## src/hdl/stereo_linear_resampler_unit_macros.svh

```systemverilog
// Assertion macros for the stereo linear resampler.
// Included by the top level only; no other dependencies.
`ifndef STEREO_LINEAR_RESAMPLER_UNIT_MACROS_SVH
`define STEREO_LINEAR_RESAMPLER_UNIT_MACROS_SVH

// Same-cycle implication, disabled while in reset
`define SLRU_ASSERT_NOW(label, clk, rst_n, ante, cons) \
  label: assert property (@(posedge clk) disable iff (!rst_n) (ante) |-> (cons)) \
    else $error("slru: same-cycle check failed");

// Next-cycle implication, disabled while in reset
`define SLRU_ASSERT_NEXT(label, clk, rst_n, ante, cons) \
  label: assert property (@(posedge clk) disable iff (!rst_n) (ante) |=> (cons)) \
    else $error("slru: next-cycle check failed");

`endif

```

## src/hdl/slru_pkg.sv

```systemverilog
// Shared types and constants of the stereo linear resampler.
// Used by slru_ctrl, slru_dpath and the top level; no dependencies.
package slru_pkg;

  // Outputs per input word are bounded by the minimum step of a quarter sample
  localparam int unsigned CNT_W = 3;
  localparam logic [CNT_W-1:0] MAX_RUN = 3'd4;

  // Register index of resample_step on the APB port
  localparam logic REG_STEP_IDX = 1'b0;

  // Controller states
  typedef enum logic [1:0] {
    ST_IDLE,
    ST_CHECK,
    ST_MUL,
    ST_EMIT
  } slru_state_e;

  // Commands from controller to datapath
  typedef struct packed {
    logic ready;   // input word may be taken
    logic mul;     // form products, advance phase
    logic emit;    // load output register
    logic finish;  // close the input word, update history
  } slru_cmd_t;

  // Status from datapath to controller
  typedef struct packed {
    logic first;      // word restarts the phase
    logic more;       // another output lies before the current sample
    logic slot_free;  // output register can be loaded this cycle
  } slru_status_t;

endpackage

```

## src/hdl/stereo_linear_resampler_unit.sv

```systemverilog
// Stereo linear resampler: one input word is a signed stereo pair; each output word is the
// linear mix of the previous and current pair at a phase that advances by resample_step
// (APB register 0, 16 fraction bits, steps below a quarter are taken as a quarter). A word
// with tuser set, or the first word after reset, is passed through and restarts the phase;
// other words give zero to four outputs, the last flagged by tlast. Sequence: one word is
// handled at a time by the controller; a pass-through word goes through accept, check and
// emit, and a word giving interpolated outputs through accept and check, then one multiply
// step and one emit step per output; an emit waits while the output register holds a word
// not yet taken by m_axis_tready_i. Input is accepted while a finished word waits.
// Depends on slru_pkg, slru_ctrl, slru_dpath and the macros header.
`include "stereo_linear_resampler_unit_macros.svh"

module stereo_linear_resampler_unit import slru_pkg::*; #(
  parameter int unsigned SAMPLE_BITS     = 16,
  parameter int unsigned PHASE_FRAC_BITS = 16
) (
  input  logic                 clk_i,
  input  logic                 rst_ni,
  // input stream
  input  logic                 s_axis_tvalid_i,
  output logic                 s_axis_tready_o,
  input  logic [((2*SAMPLE_BITS+7)/8)*8-1:0] s_axis_tdata_i,  // left_sample, right_sample
  input  logic                 s_axis_tuser_i,                // block_start
  // output stream
  output logic                 m_axis_tvalid_o,
  input  logic                 m_axis_tready_i,
  output logic [((2*SAMPLE_BITS+7)/8)*8-1:0] m_axis_tdata_o,  // left_out, right_out
  output logic                 m_axis_tlast_o,                // last_of_run
  // configuration
  input  logic                 psel,
  input  logic                 penable,
  input  logic                 pwrite,
  input  logic [2:0]           paddr,
  input  logic [31:0]          pwdata,
  output logic [31:0]          prdata,
  output logic                 pready
);

  localparam int unsigned SB     = SAMPLE_BITS;
  localparam int unsigned SW     = PHASE_FRAC_BITS + 2;
  localparam int unsigned DATA_W = ((2*SAMPLE_BITS+7)/8)*8;

  localparam logic [SW-1:0] StepReset = {2'b01, {PHASE_FRAC_BITS{1'b0}}};

  // Configuration register
  logic [SW-1:0] step_q;
  logic          cfg_wr;

  assign pready = 1'b1;
  assign cfg_wr = psel && penable && pwrite && pready && (paddr[2] == REG_STEP_IDX);

  always_ff @(posedge clk_i or negedge rst_ni) begin
    if (!rst_ni) begin
      step_q <= StepReset;
    end else if (cfg_wr) begin
      step_q <= pwdata[SW-1:0];
    end
  end

  assign prdata = (paddr[2] == REG_STEP_IDX) ? 32'(step_q) : '0;

  // Controller and datapath
  slru_cmd_t    cmd;
  slru_status_t sts;

  logic signed [SB-1:0] out_left, out_right;

  assign s_axis_tready_o = cmd.ready;

  slru_ctrl u_ctrl (
    .clk_i      (clk_i),
    .rst_ni     (rst_ni),
    .in_valid_i (s_axis_tvalid_i),
    .sts_i      (sts),
    .cmd_o      (cmd)
  );

  slru_dpath #(
    .SAMPLE_BITS     (SAMPLE_BITS),
    .PHASE_FRAC_BITS (PHASE_FRAC_BITS)
  ) u_dpath (
    .clk_i       (clk_i),
    .rst_ni      (rst_ni),
    .cmd_i       (cmd),
    .sts_o       (sts),
    .step_i      (step_q),
    .in_valid_i  (s_axis_tvalid_i),
    .in_left_i   ($signed(s_axis_tdata_i[SB-1:0])),
    .in_right_i  ($signed(s_axis_tdata_i[2*SB-1:SB])),
    .in_start_i  (s_axis_tuser_i),
    .out_valid_o (m_axis_tvalid_o),
    .out_ready_i (m_axis_tready_i),
    .out_left_o  (out_left),
    .out_right_o (out_right),
    .out_last_o  (m_axis_tlast_o)
  );

  assign m_axis_tdata_o = DATA_W'({out_right, out_left});

  // Checks on controller and output register interplay
  `SLRU_ASSERT_NOW(a_no_emit_while_ready, clk_i, rst_ni, s_axis_tready_o, !cmd.emit)
  `SLRU_ASSERT_NOW(a_emit_into_free_slot, clk_i, rst_ni, cmd.emit, (!m_axis_tvalid_o || m_axis_tready_i))
  `SLRU_ASSERT_NEXT(a_ready_after_finish, clk_i, rst_ni, cmd.finish, s_axis_tready_o)
  `SLRU_ASSERT_NEXT(a_busy_after_accept, clk_i, rst_ni, (s_axis_tvalid_i && s_axis_tready_o), !s_axis_tready_o)

endmodule

```

## src/hdl/slru_ctrl.sv

```systemverilog
// Controller of the stereo linear resampler: sequences accept, multiply and emit.
// Depends on slru_pkg.
module slru_ctrl import slru_pkg::*; (
  input  logic         clk_i,
  input  logic         rst_ni,
  input  logic         in_valid_i,
  input  slru_status_t sts_i,
  output slru_cmd_t    cmd_o
);

  slru_state_e state_q, state_d;

  // State register
  always_ff @(posedge clk_i or negedge rst_ni) begin
    if (!rst_ni) begin
      state_q <= ST_IDLE;
    end else begin
      state_q <= state_d;
    end
  end

  // Next state
  always_comb begin
    state_d = state_q;
    unique case (state_q)
      ST_IDLE: begin
        if (in_valid_i) state_d = ST_CHECK;
      end
      ST_CHECK: begin
        if (sts_i.first)     state_d = ST_EMIT;
        else if (sts_i.more) state_d = ST_MUL;
        else                 state_d = ST_IDLE;
      end
      ST_MUL: begin
        state_d = ST_EMIT;
      end
      ST_EMIT: begin
        if (sts_i.slot_free) begin
          if (!sts_i.first && sts_i.more) state_d = ST_MUL;
          else                            state_d = ST_IDLE;
        end
      end
      default: state_d = ST_IDLE;
    endcase
  end

  // Command outputs
  always_comb begin
    cmd_o = '0;
    unique case (state_q)
      ST_IDLE: begin
        cmd_o.ready = 1'b1;
      end
      ST_CHECK: begin
        // nothing falls inside this interval: close the word at once
        if (!sts_i.first && !sts_i.more) cmd_o.finish = 1'b1;
      end
      ST_MUL: begin
        cmd_o.mul = 1'b1;
      end
      ST_EMIT: begin
        if (sts_i.slot_free) begin
          cmd_o.emit   = 1'b1;
          cmd_o.finish = sts_i.first || !sts_i.more;
        end
      end
      default: cmd_o = '0;
    endcase
  end

endmodule

```

## src/hdl/slru_dpath.sv

```systemverilog
// Datapath of the stereo linear resampler: history, phase, mix and output register.
// Depends on slru_pkg; driven by slru_ctrl commands.
module slru_dpath import slru_pkg::*; #(
  parameter int unsigned SAMPLE_BITS     = 16,
  parameter int unsigned PHASE_FRAC_BITS = 16
) (
  input  logic                         clk_i,
  input  logic                         rst_ni,
  input  slru_cmd_t                    cmd_i,
  output slru_status_t                 sts_o,
  input  logic [PHASE_FRAC_BITS+1:0]   step_i,
  input  logic                         in_valid_i,
  input  logic signed [SAMPLE_BITS-1:0] in_left_i,
  input  logic signed [SAMPLE_BITS-1:0] in_right_i,
  input  logic                         in_start_i,
  output logic                         out_valid_o,
  input  logic                         out_ready_i,
  output logic signed [SAMPLE_BITS-1:0] out_left_o,
  output logic signed [SAMPLE_BITS-1:0] out_right_o,
  output logic                         out_last_o
);

  localparam int unsigned SB = SAMPLE_BITS;
  localparam int unsigned FB = PHASE_FRAC_BITS;
  localparam int unsigned SW = FB + 2;       // step width
  localparam int unsigned DW = FB + 3;       // phase distance width
  localparam int unsigned PW = SB + FB + 2;  // product and sum width
  localparam int unsigned MW = SB + FB + 5;  // full multiplier result

  localparam logic [DW-1:0] PhaseOne = {2'b00, 1'b1, {FB{1'b0}}};
  localparam logic [SW-1:0] StepMin  = {4'b0001, {(FB-2){1'b0}}};

  // History and phase
  logic signed [SB-1:0] cur_l_q, cur_r_q, prev_l_q, prev_r_q;
  logic signed [SB-1:0] prev_l_d, prev_r_d;
  logic                 start_q, have_q, have_d;
  logic [DW-1:0]        nd_q, nd_d;
  logic [CNT_W-1:0]     cnt_q, cnt_d;
  logic signed [PW-1:0] prod_l_q, prod_r_q, prod_l_d, prod_r_d;
  logic                 out_valid_q, out_valid_d;
  logic signed [SB-1:0] out_l_q, out_r_q, out_l_d, out_r_d;
  logic                 out_last_q, out_last_d;

  logic                 capture;
  logic                 first_w, more_w;
  logic [SW-1:0]        step_eff;
  logic [DW-1:0]        step_ext;

  assign capture = cmd_i.ready && in_valid_i;

  // Steps below a quarter sample are raised to a quarter
  assign step_eff = (step_i < StepMin) ? StepMin : step_i;
  assign step_ext = {1'b0, step_eff};

  assign first_w = start_q || !have_q;
  assign more_w  = (nd_q <= PhaseOne) && (cnt_q < MAX_RUN);

  assign sts_o.first     = first_w;
  assign sts_o.more      = more_w;
  assign sts_o.slot_free = !out_valid_q || out_ready_i;

  // Products t * (cur - prev), one lane per channel
  logic signed [SB:0]   diff_l, diff_r;
  logic signed [FB+3:0] t_s;
  logic signed [MW-1:0] mul_l, mul_r;

  assign diff_l   = $signed({cur_l_q[SB-1], cur_l_q}) - $signed({prev_l_q[SB-1], prev_l_q});
  assign diff_r   = $signed({cur_r_q[SB-1], cur_r_q}) - $signed({prev_r_q[SB-1], prev_r_q});
  assign t_s      = $signed({1'b0, nd_q});
  assign mul_l    = diff_l * t_s;
  assign mul_r    = diff_r * t_s;
  assign prod_l_d = mul_l[PW-1:0];
  assign prod_r_d = mul_r[PW-1:0];

  // Mix: prev * one + product, divided by one, truncated toward zero
  logic signed [PW-1:0] sum_l, sum_r, adj_l, adj_r, quo_l, quo_r;

  assign sum_l = (PW'(prev_l_q) <<< FB) + prod_l_q;
  assign sum_r = (PW'(prev_r_q) <<< FB) + prod_r_q;
  assign adj_l = sum_l + $signed({{(PW-FB){1'b0}}, {FB{sum_l[PW-1]}}});
  assign adj_r = sum_r + $signed({{(PW-FB){1'b0}}, {FB{sum_r[PW-1]}}});
  assign quo_l = adj_l >>> FB;
  assign quo_r = adj_r >>> FB;

  // Next values of state and output register
  always_comb begin
    nd_d        = nd_q;
    cnt_d       = cnt_q;
    have_d      = have_q;
    prev_l_d    = prev_l_q;
    prev_r_d    = prev_r_q;
    out_valid_d = out_valid_q;
    out_l_d     = out_l_q;
    out_r_d     = out_r_q;
    out_last_d  = out_last_q;

    if (capture) cnt_d = '0;

    if (cmd_i.mul) begin
      nd_d  = nd_q + step_ext;
      cnt_d = cnt_q + CNT_W'(1);
    end

    if (cmd_i.finish) begin
      have_d   = 1'b1;
      prev_l_d = cur_l_q;
      prev_r_d = cur_r_q;
      nd_d     = first_w ? step_ext : (nd_q - PhaseOne);
    end

    if (cmd_i.emit) begin
      out_valid_d = 1'b1;
      out_l_d     = first_w ? cur_l_q : quo_l[SB-1:0];
      out_r_d     = first_w ? cur_r_q : quo_r[SB-1:0];
      out_last_d  = first_w || !more_w;
    end else if (out_ready_i) begin
      out_valid_d = 1'b0;
    end
  end

  // Control registers
  always_ff @(posedge clk_i or negedge rst_ni) begin
    if (!rst_ni) begin
      nd_q        <= '0;
      cnt_q       <= '0;
      have_q      <= 1'b0;
      out_valid_q <= 1'b0;
    end else begin
      nd_q        <= nd_d;
      cnt_q       <= cnt_d;
      have_q      <= have_d;
      out_valid_q <= out_valid_d;
    end
  end

  // Payload registers
  always_ff @(posedge clk_i) begin
    if (capture) begin
      cur_l_q <= in_left_i;
      cur_r_q <= in_right_i;
      start_q <= in_start_i;
    end
    if (cmd_i.mul) begin
      prod_l_q <= prod_l_d;
      prod_r_q <= prod_r_d;
    end
    prev_l_q   <= prev_l_d;
    prev_r_q   <= prev_r_d;
    out_l_q    <= out_l_d;
    out_r_q    <= out_r_d;
    out_last_q <= out_last_d;
  end

  assign out_valid_o = out_valid_q;
  assign out_left_o  = out_l_q;
  assign out_right_o = out_r_q;
  assign out_last_o  = out_last_q;

endmodule

```

## config.mk

```make
export PLATFORM = sky130hd
export DESIGN_NAME = stereo_linear_resampler_unit
export DESIGN_NICKNAME = d
export VERILOG_FILES = /design/src/hdl/slru_pkg.sv /design/src/hdl/stereo_linear_resampler_unit.sv /design/src/hdl/slru_ctrl.sv /design/src/hdl/slru_dpath.sv
export VERILOG_INCLUDE_DIRS = /design/src /design/src/hdl
export SDC_FILE = /design/constraint.sdc
export NUM_CORES = 2
export LEC_CHECK = 0
export BUFFER_PORTS_ARGS = -buffer_cell sky130_fd_sc_hd__buf_2
export CORE_UTILIZATION = 35
export CTS_BUF_LIST = sky130_fd_sc_hd__clkbuf_8
export CTS_CLUSTER_SIZE = 30
export DETAILED_ROUTE_END_ITERATION = 7
export PLACE_DENSITY = 0.56
export SLEW_MARGIN = 20
export SYNTH_ARGS = -nofsm -noshare
export SYNTH_HDL_FRONTEND = slang
export SYNTH_SLANG_ARGS = --single-unit
```

## constraint.sdc

```tcl
create_clock -name clk_i -period 10.3 [get_ports clk_i]
set_clock_uncertainty 0.2 [all_clocks]
set_input_delay 1.03 -clock clk_i [delete_from_list [all_inputs] [get_ports clk_i]]
set_output_delay 1.03 -clock clk_i [all_outputs]
set_load 0.02 [all_outputs]
```

# Yosys cells after proc, flatten, opt, wreduce, memory -nomap -nowiden
# Cells that the tools add are included.
# totals
ff_bits	210
latchBits	0
ramBits	0
romBits	0
in_bits	75
word_cells	78
n_memories	0
# classes
addsub	9
n_mul	2
n_div	0
order_cmp	3
n_eq_ne	5
shift	0
n_mux	23
bitwise_logic	1
n_reduce_logical	19
# op_table
cell	count
$add 32x34->34	2
$mul 17x20->34	2
$add 32x17->32	2
$mux 19	3
$mux 18	2
$sub 16x16->17	2
$mux 16	2
$add 19x18->19	1
$le 19x17->1 const B	1
$sub 19x17->19 const B	1
$lt 18x15->1 const B	1
$mux 2	6
$pmux 2 s4	1
$logic_and 1x1->1	7
$mux 1	6
$mux 3	2
$reduce_bool 2->1	3
$eq 2x2->1 const B	2
$logic_not 1->1	4
$ne 2x2->1 const B	2
$add 3x1->3 const B	1
$logic_or 1x1->1	3
$lt 3x3->1 const B	1
$eq 2x1->1 const B	1
other kinds (4)	4

# Logic depth before layout (Yosys ltp)
# depth
word_depth	7
mapped_depth	35
ltp_nobuf	34

# By module
# Synthesis repeated with hierarchy kept, for this count alone.
# hier_totals
hier_cells	3583
area_unflattened_um2	33637.3
# modules_own_cells
module	n_inst	cells_each	area_per_inst_um2	seq_area_each_um2
slru_dpath	1	3496	32531.2	5585.4
stereo_linear_resampler_unit	1	74	973.4	451.7
slru_ctrl	1	13	132.6	50.0

# Worst setup path after synthesis
# No wires, ideal clock.
# synth_timing
kind	reg2reg
start	reg u_dpath.prev_l_q[1]
end	reg u_dpath.prod_l_q[31], data pin
arrival_time_ps	7688
required_ps	9841
path_slack_ps	2153
stages_incl_launch_ff	30
path_buffers	1
synth_period_minus_slack_ps	8147
cell_sequence	edfxtp_1 > inv_1 > ha_1 > nor2b_1 > o31a_1 > nor3_1 > o32a_1 > a21boi_1 > clkbuf_1 > nand2_1 > fa_1 > inv_1 > fa_1 > inv_1 > fa_1 > fa_1 > inv_1 > fa_1 > fa_1 > ha_1 > a21o_1 > a21o_1 > a211o_1 > a21oi_1 > o221ai_1 > o31a_1 > a211oi_1 > o21bai_1 > a41oi_1 > xnor2_1
# synth_between
elab_chain_cells	2
# synth_lines
item	line	source
start, declared	slru_dpath.sv:34	logic signed [SB-1:0] cur_l_q, cur_r_q, prev_l_q, prev_r_q;
start signal, assigned	slru_dpath.sv:147	prev_l_q <= prev_l_d;
$sub 16x16->17	slru_dpath.sv:67	assign diff_l = $signed({cur_l_q[SB-1], cur_l_q}) - $signed({prev_l_q[SB-1], prev_l_q});
$mul 17x20->34	slru_dpath.sv:70	assign mul_l = diff_l * t_s;
named net u_dpath.mul_l[31]	slru_dpath.sv:65	logic signed [MW-1:0] mul_l, mul_r;
end signal, assigned	slru_dpath.sv:144	prod_l_q <= prod_l_d;
end, declared	slru_dpath.sv:39	logic signed [PW-1:0] prod_l_q, prod_r_q, prod_l_d, prod_r_d;
# The timed path passes the listed nets, and every way through them passes these cells.
# A chain may end at the register's enable or synchronous reset.

# Worst setup path after layout
# layout_timing
start	reg u_dpath.prev_r_q[0]
end	reg u_dpath.prod_r_q[33], data pin
# layout_between
elab_chain_cells	2
# layout_lines
item	line	source
start, declared	slru_dpath.sv:34	
start signal, assigned	slru_dpath.sv:148	prev_r_q <= prev_r_d;
$sub 16x16->17	slru_dpath.sv:68	assign diff_r = $signed({cur_r_q[SB-1], cur_r_q}) - $signed({prev_r_q[SB-1], prev_r_q});
$mul 17x20->34	slru_dpath.sv:71	assign mul_r = diff_r * t_s;
named net u_dpath.mul_r[33]	slru_dpath.sv:65	
end signal, assigned	slru_dpath.sv:145	prod_r_q <= prod_r_d;
end, declared	slru_dpath.sv:39	
# The timed path passes the listed nets, and every way through them passes these cells.

==> flow_metrics.env <==
export IMPL_status="finished, violations left"
export IMPL_final_fill_count=9649
export IMPL_fin_util_pct=38.31
export IMPL_ant_nets=0
export IMPL_maxCapViolCount=0
export IMPL_seq_area_mm2=0.006087
export IMPL_crit_path_frequent_cell="fa_1"
export IMPL_dp_cells=4890
export IMPL_min_path_type="in2async"
export IMPL_multi_input_area_mm2=0.02413
export IMPL_synth_seq_cells=210
export IMPL_worstPathMaxFanout=11
export IMPL_grt_max_degree=65
export IMPL_areaGrowthSynthToFinish_pct=8.677
export IMPL_synth_cells=3582
export IMPL_postCtsSetupBuffers=0
export IMPL_crit_arrival_ps=8970
export IMPL_instances_no_fill=4970
export IMPL_tightest_slew_ps=1042
export IMPL_drv_slew=0
export IMPL_layout_common_cells="731 x inv_1, 513 x fa_1, 448 x nand2_1"
export IMPL_drc=4
export IMPL_num_vias=24020
export IMPL_clkLatencyLatePin_ps=650
export IMPL_wl_per_cell_um=16.69
export IMPL_fp_dieArea_mm2=0.09678
export IMPL_fin_setup_tns_ps=0
export IMPL_fin_crit_sh_pct=85.22
export IMPL_firstDrtPassIters=7
export IMPL_layout_commonest_cell="inv_1"
export IMPL_yosys_most_used_dff="edfxtp_1"
export IMPL_critPathLaunchType="flop"
export IMPL_max_slew_margin_pct=30.46
export IMPL_nets=4603
export IMPL_crit_required_ps=10490
export IMPL_violations="design-rule violations"
export IMPL_hold_viol=0
export IMPL_path_clk_slew_ps=60
export IMPL_synth_edf_count=166
export IMPL_cts_tree="yes"
export IMPL_yosysUniqueCellTypes=84
export IMPL_ctsResizeCount=0
export IMPL_coreArea_mm2=0.09487
export IMPL_antenna_found_initial=4
export IMPL_routed_wirelength_mm=82.93
export IMPL_max_freq_ghz=0.1139
export IMPL_cts_sinks=210
export IMPL_rsz0062_at_grt="no"
export IMPL_critPathMaxStageDelay_ps=650
export IMPL_std_cell_rows=113
export IMPL_max_clock_path_buffers=3
export IMPL_htree_num_levels=2
export IMPL_numCtsBuffers=43
export IMPL_synth_area_mm2=0.03344
export IMPL_port_buffers=111
export IMPL_crit_type="reg2reg"
export IMPL_clock_root_buffer="clkbuf_8"
export IMPL_grt_overflow_total=0
export IMPL_ys_warn_count=0
export IMPL_fp_dieH_um=311.1
export IMPL_drive_gt1_share_pct=7.915
export IMPL_finalWeightedCongestion=0.8205
export IMPL_die_w_um=311.1
export IMPL_finalSetupViolations=0
export IMPL_cts_hold_fix_buffers=0
export IMPL_cp_slowest_cell="xnor2_2"
export IMPL_cp_end_kind="flop"
export IMPL_avgSynthCellArea_um2=9.335
export IMPL_grtUsageTotal_pct=17.53
export IMPL_num_io_pins=143
export IMPL_initial_utilization_pct=35.25
export IMPL_dp_hpwl_mm=63.86
export IMPL_yosysSeqAreaShare_pct=18.20
export IMPL_first_iter_violations=1192
export IMPL_reg2reg_depth=28
export IMPL_grt_pass1_vias=24640
export IMPL_r2r_slack_ps=1520
export IMPL_post_drt_via_cell_ratio=4.832
export IMPL_grt_first_pass_wirelength_mm=135.1
export IMPL_async_flop_share_pct=20.95
export IMPL_finalCriticalPeriod_ps=8778
==> path summary, 6_finish.rpt <==
| kind | start | to |
|---|---|---|
| max | u_dpath.prev_r_q[0]$_DFFE_PP_ | u_dpath.prod_r_q[33]$_DFFE_PP_ |
| min in group clk_i | u_dpath.nd_q[12]$_DFFE_PN0P_ | u_dpath.nd_q[12]$_DFFE_PN0P_ |
| max in group asynchronous | rst_ni | u_dpath.nd_q[13]$_DFFE_PN0P_ |
| min reg2reg | u_dpath.nd_q[12]$_DFFE_PN0P_ | u_dpath.nd_q[12]$_DFFE_PN0P_ |
| max reg2reg | u_dpath.prev_r_q[0]$_DFFE_PP_ | u_dpath.prod_r_q[33]$_DFFE_PP_ |
| min | rst_ni | step_q[3]$_DFFE_PN0P_ |
==> per-stage QoR <==
stage	setup slack, ps	cell area (um2)	hold WS (ps)
after global routing	897.9	36340	214.1
after detailed placement	1617	35550	274.7
final	1522	36340	191.5
after floorplan	2153	33490	249.8
after global placement	1584	35550	268.3
after CTS	1562	36330	287.4
==> synth_stat cells (all sizes together) (3+ instances only) <==
master	number	area, um2
nor2	115	431.7
o211ai	6	45.04
nand2	448	1682
a211o	6	52.55
nor3	37	185.2
a2111oi	4	72.57
nor4	7	43.79
nor2b	118	738.2
nand2b	20	125.1
or3	10	62.56
mux2	21	236.5
o41ai	5	51.30
nand3	41	210.2
a31oi	10	62.56
and2	202	1266
or2	20	125.1
a21o	49	369.1
o2111a	3	33.78
xnor2	107	937.2
inv	718	2695
nand4	12	81.33
a22oi	14	105.1
ha	345	4317
a41oi	6	52.55
fa	513	10270
o21bai	9	67.56
edfxtp	166	4985
a211oi	13	97.59
buf	21	135.1
a32oi	3	26.28
o21a	20	151.4
a21oi	118	594.3
clkbuf	126	474.2
xor2	53	464.2
and3	10	62.56
o31a	5	43.79
dfrtp	43	1076
o31ai	7	52.55
o21ai	109	560.5
and4	3	26.28
==> sequential cells by signal, summed over array words and instances (netlist names) <==
register	count
u_dpath.out_last_o	1
u_dpath.prod_l_q	34
u_dpath.out_left_o	16
u_dpath.prev_l_q	16
u_ctrl.state_q	2
u_dpath.nd_q	19
u_dpath.out_valid_o	1
u_dpath.prod_r_q	34
u_dpath.cur_r_q	16
u_dpath.prev_r_q	16
step_q	18
u_dpath.out_right_o	16
u_dpath.have_q	1
u_dpath.cur_l_q	16
u_dpath.cnt_q	3
u_dpath.start_q	1
==> logic make-up after synthesis <==
kind of cell / Yosys count / share of synthesized area, %
AND/OR/NAND/NOR: 1050 / 15.24
buffers and inverters: 865 / 9.882
adder cells (fa/ha/maj): 858 / 43.62
AO/OA/AOI/OAI: 414 / 8.041
flip-flops: 210 / 18.20
XOR/XNOR: 161 / 4.258
multiplexers: 22 / 0.7371
other: 2 / 0.02246
==> critical path, delay by kind of cell (launching register included) <==
family                   cells  cell delay, ps
buffers and inverters        4             460
adder cells (fa/ha/maj)      9            4020
AO/OA/AOI/OAI                8            2120
AND/OR/NAND/NOR              5             560
flip-flops                   1             420
XOR/XNOR                     2             760
==> layout make-up <==
type	instances	share of cell area, %
multi-input cells	2520	66.41
well taps	1265	4.355
diodes	3	0.02066
inverters	718	7.416
repair buffers	177	2.899
clock inverters	34	0.5233
flip-flops and latches	210	16.75
clock buffers	43	1.629
==> layer usage <==
metal / track usage, % / vias up / part of all wire, %
li1: - / 11370 / -
met1: 24.69 / 12070 / 47
met2: 29.10 / 492 / 47
met3: 1.899 / 80 / 4.4
met4: 3.527 / 0 / 1.7
met5: 0 / - / 0
Power is not shown: default switching activity piles up to over one toggle a cycle in this logic, so the estimate is an artifact.
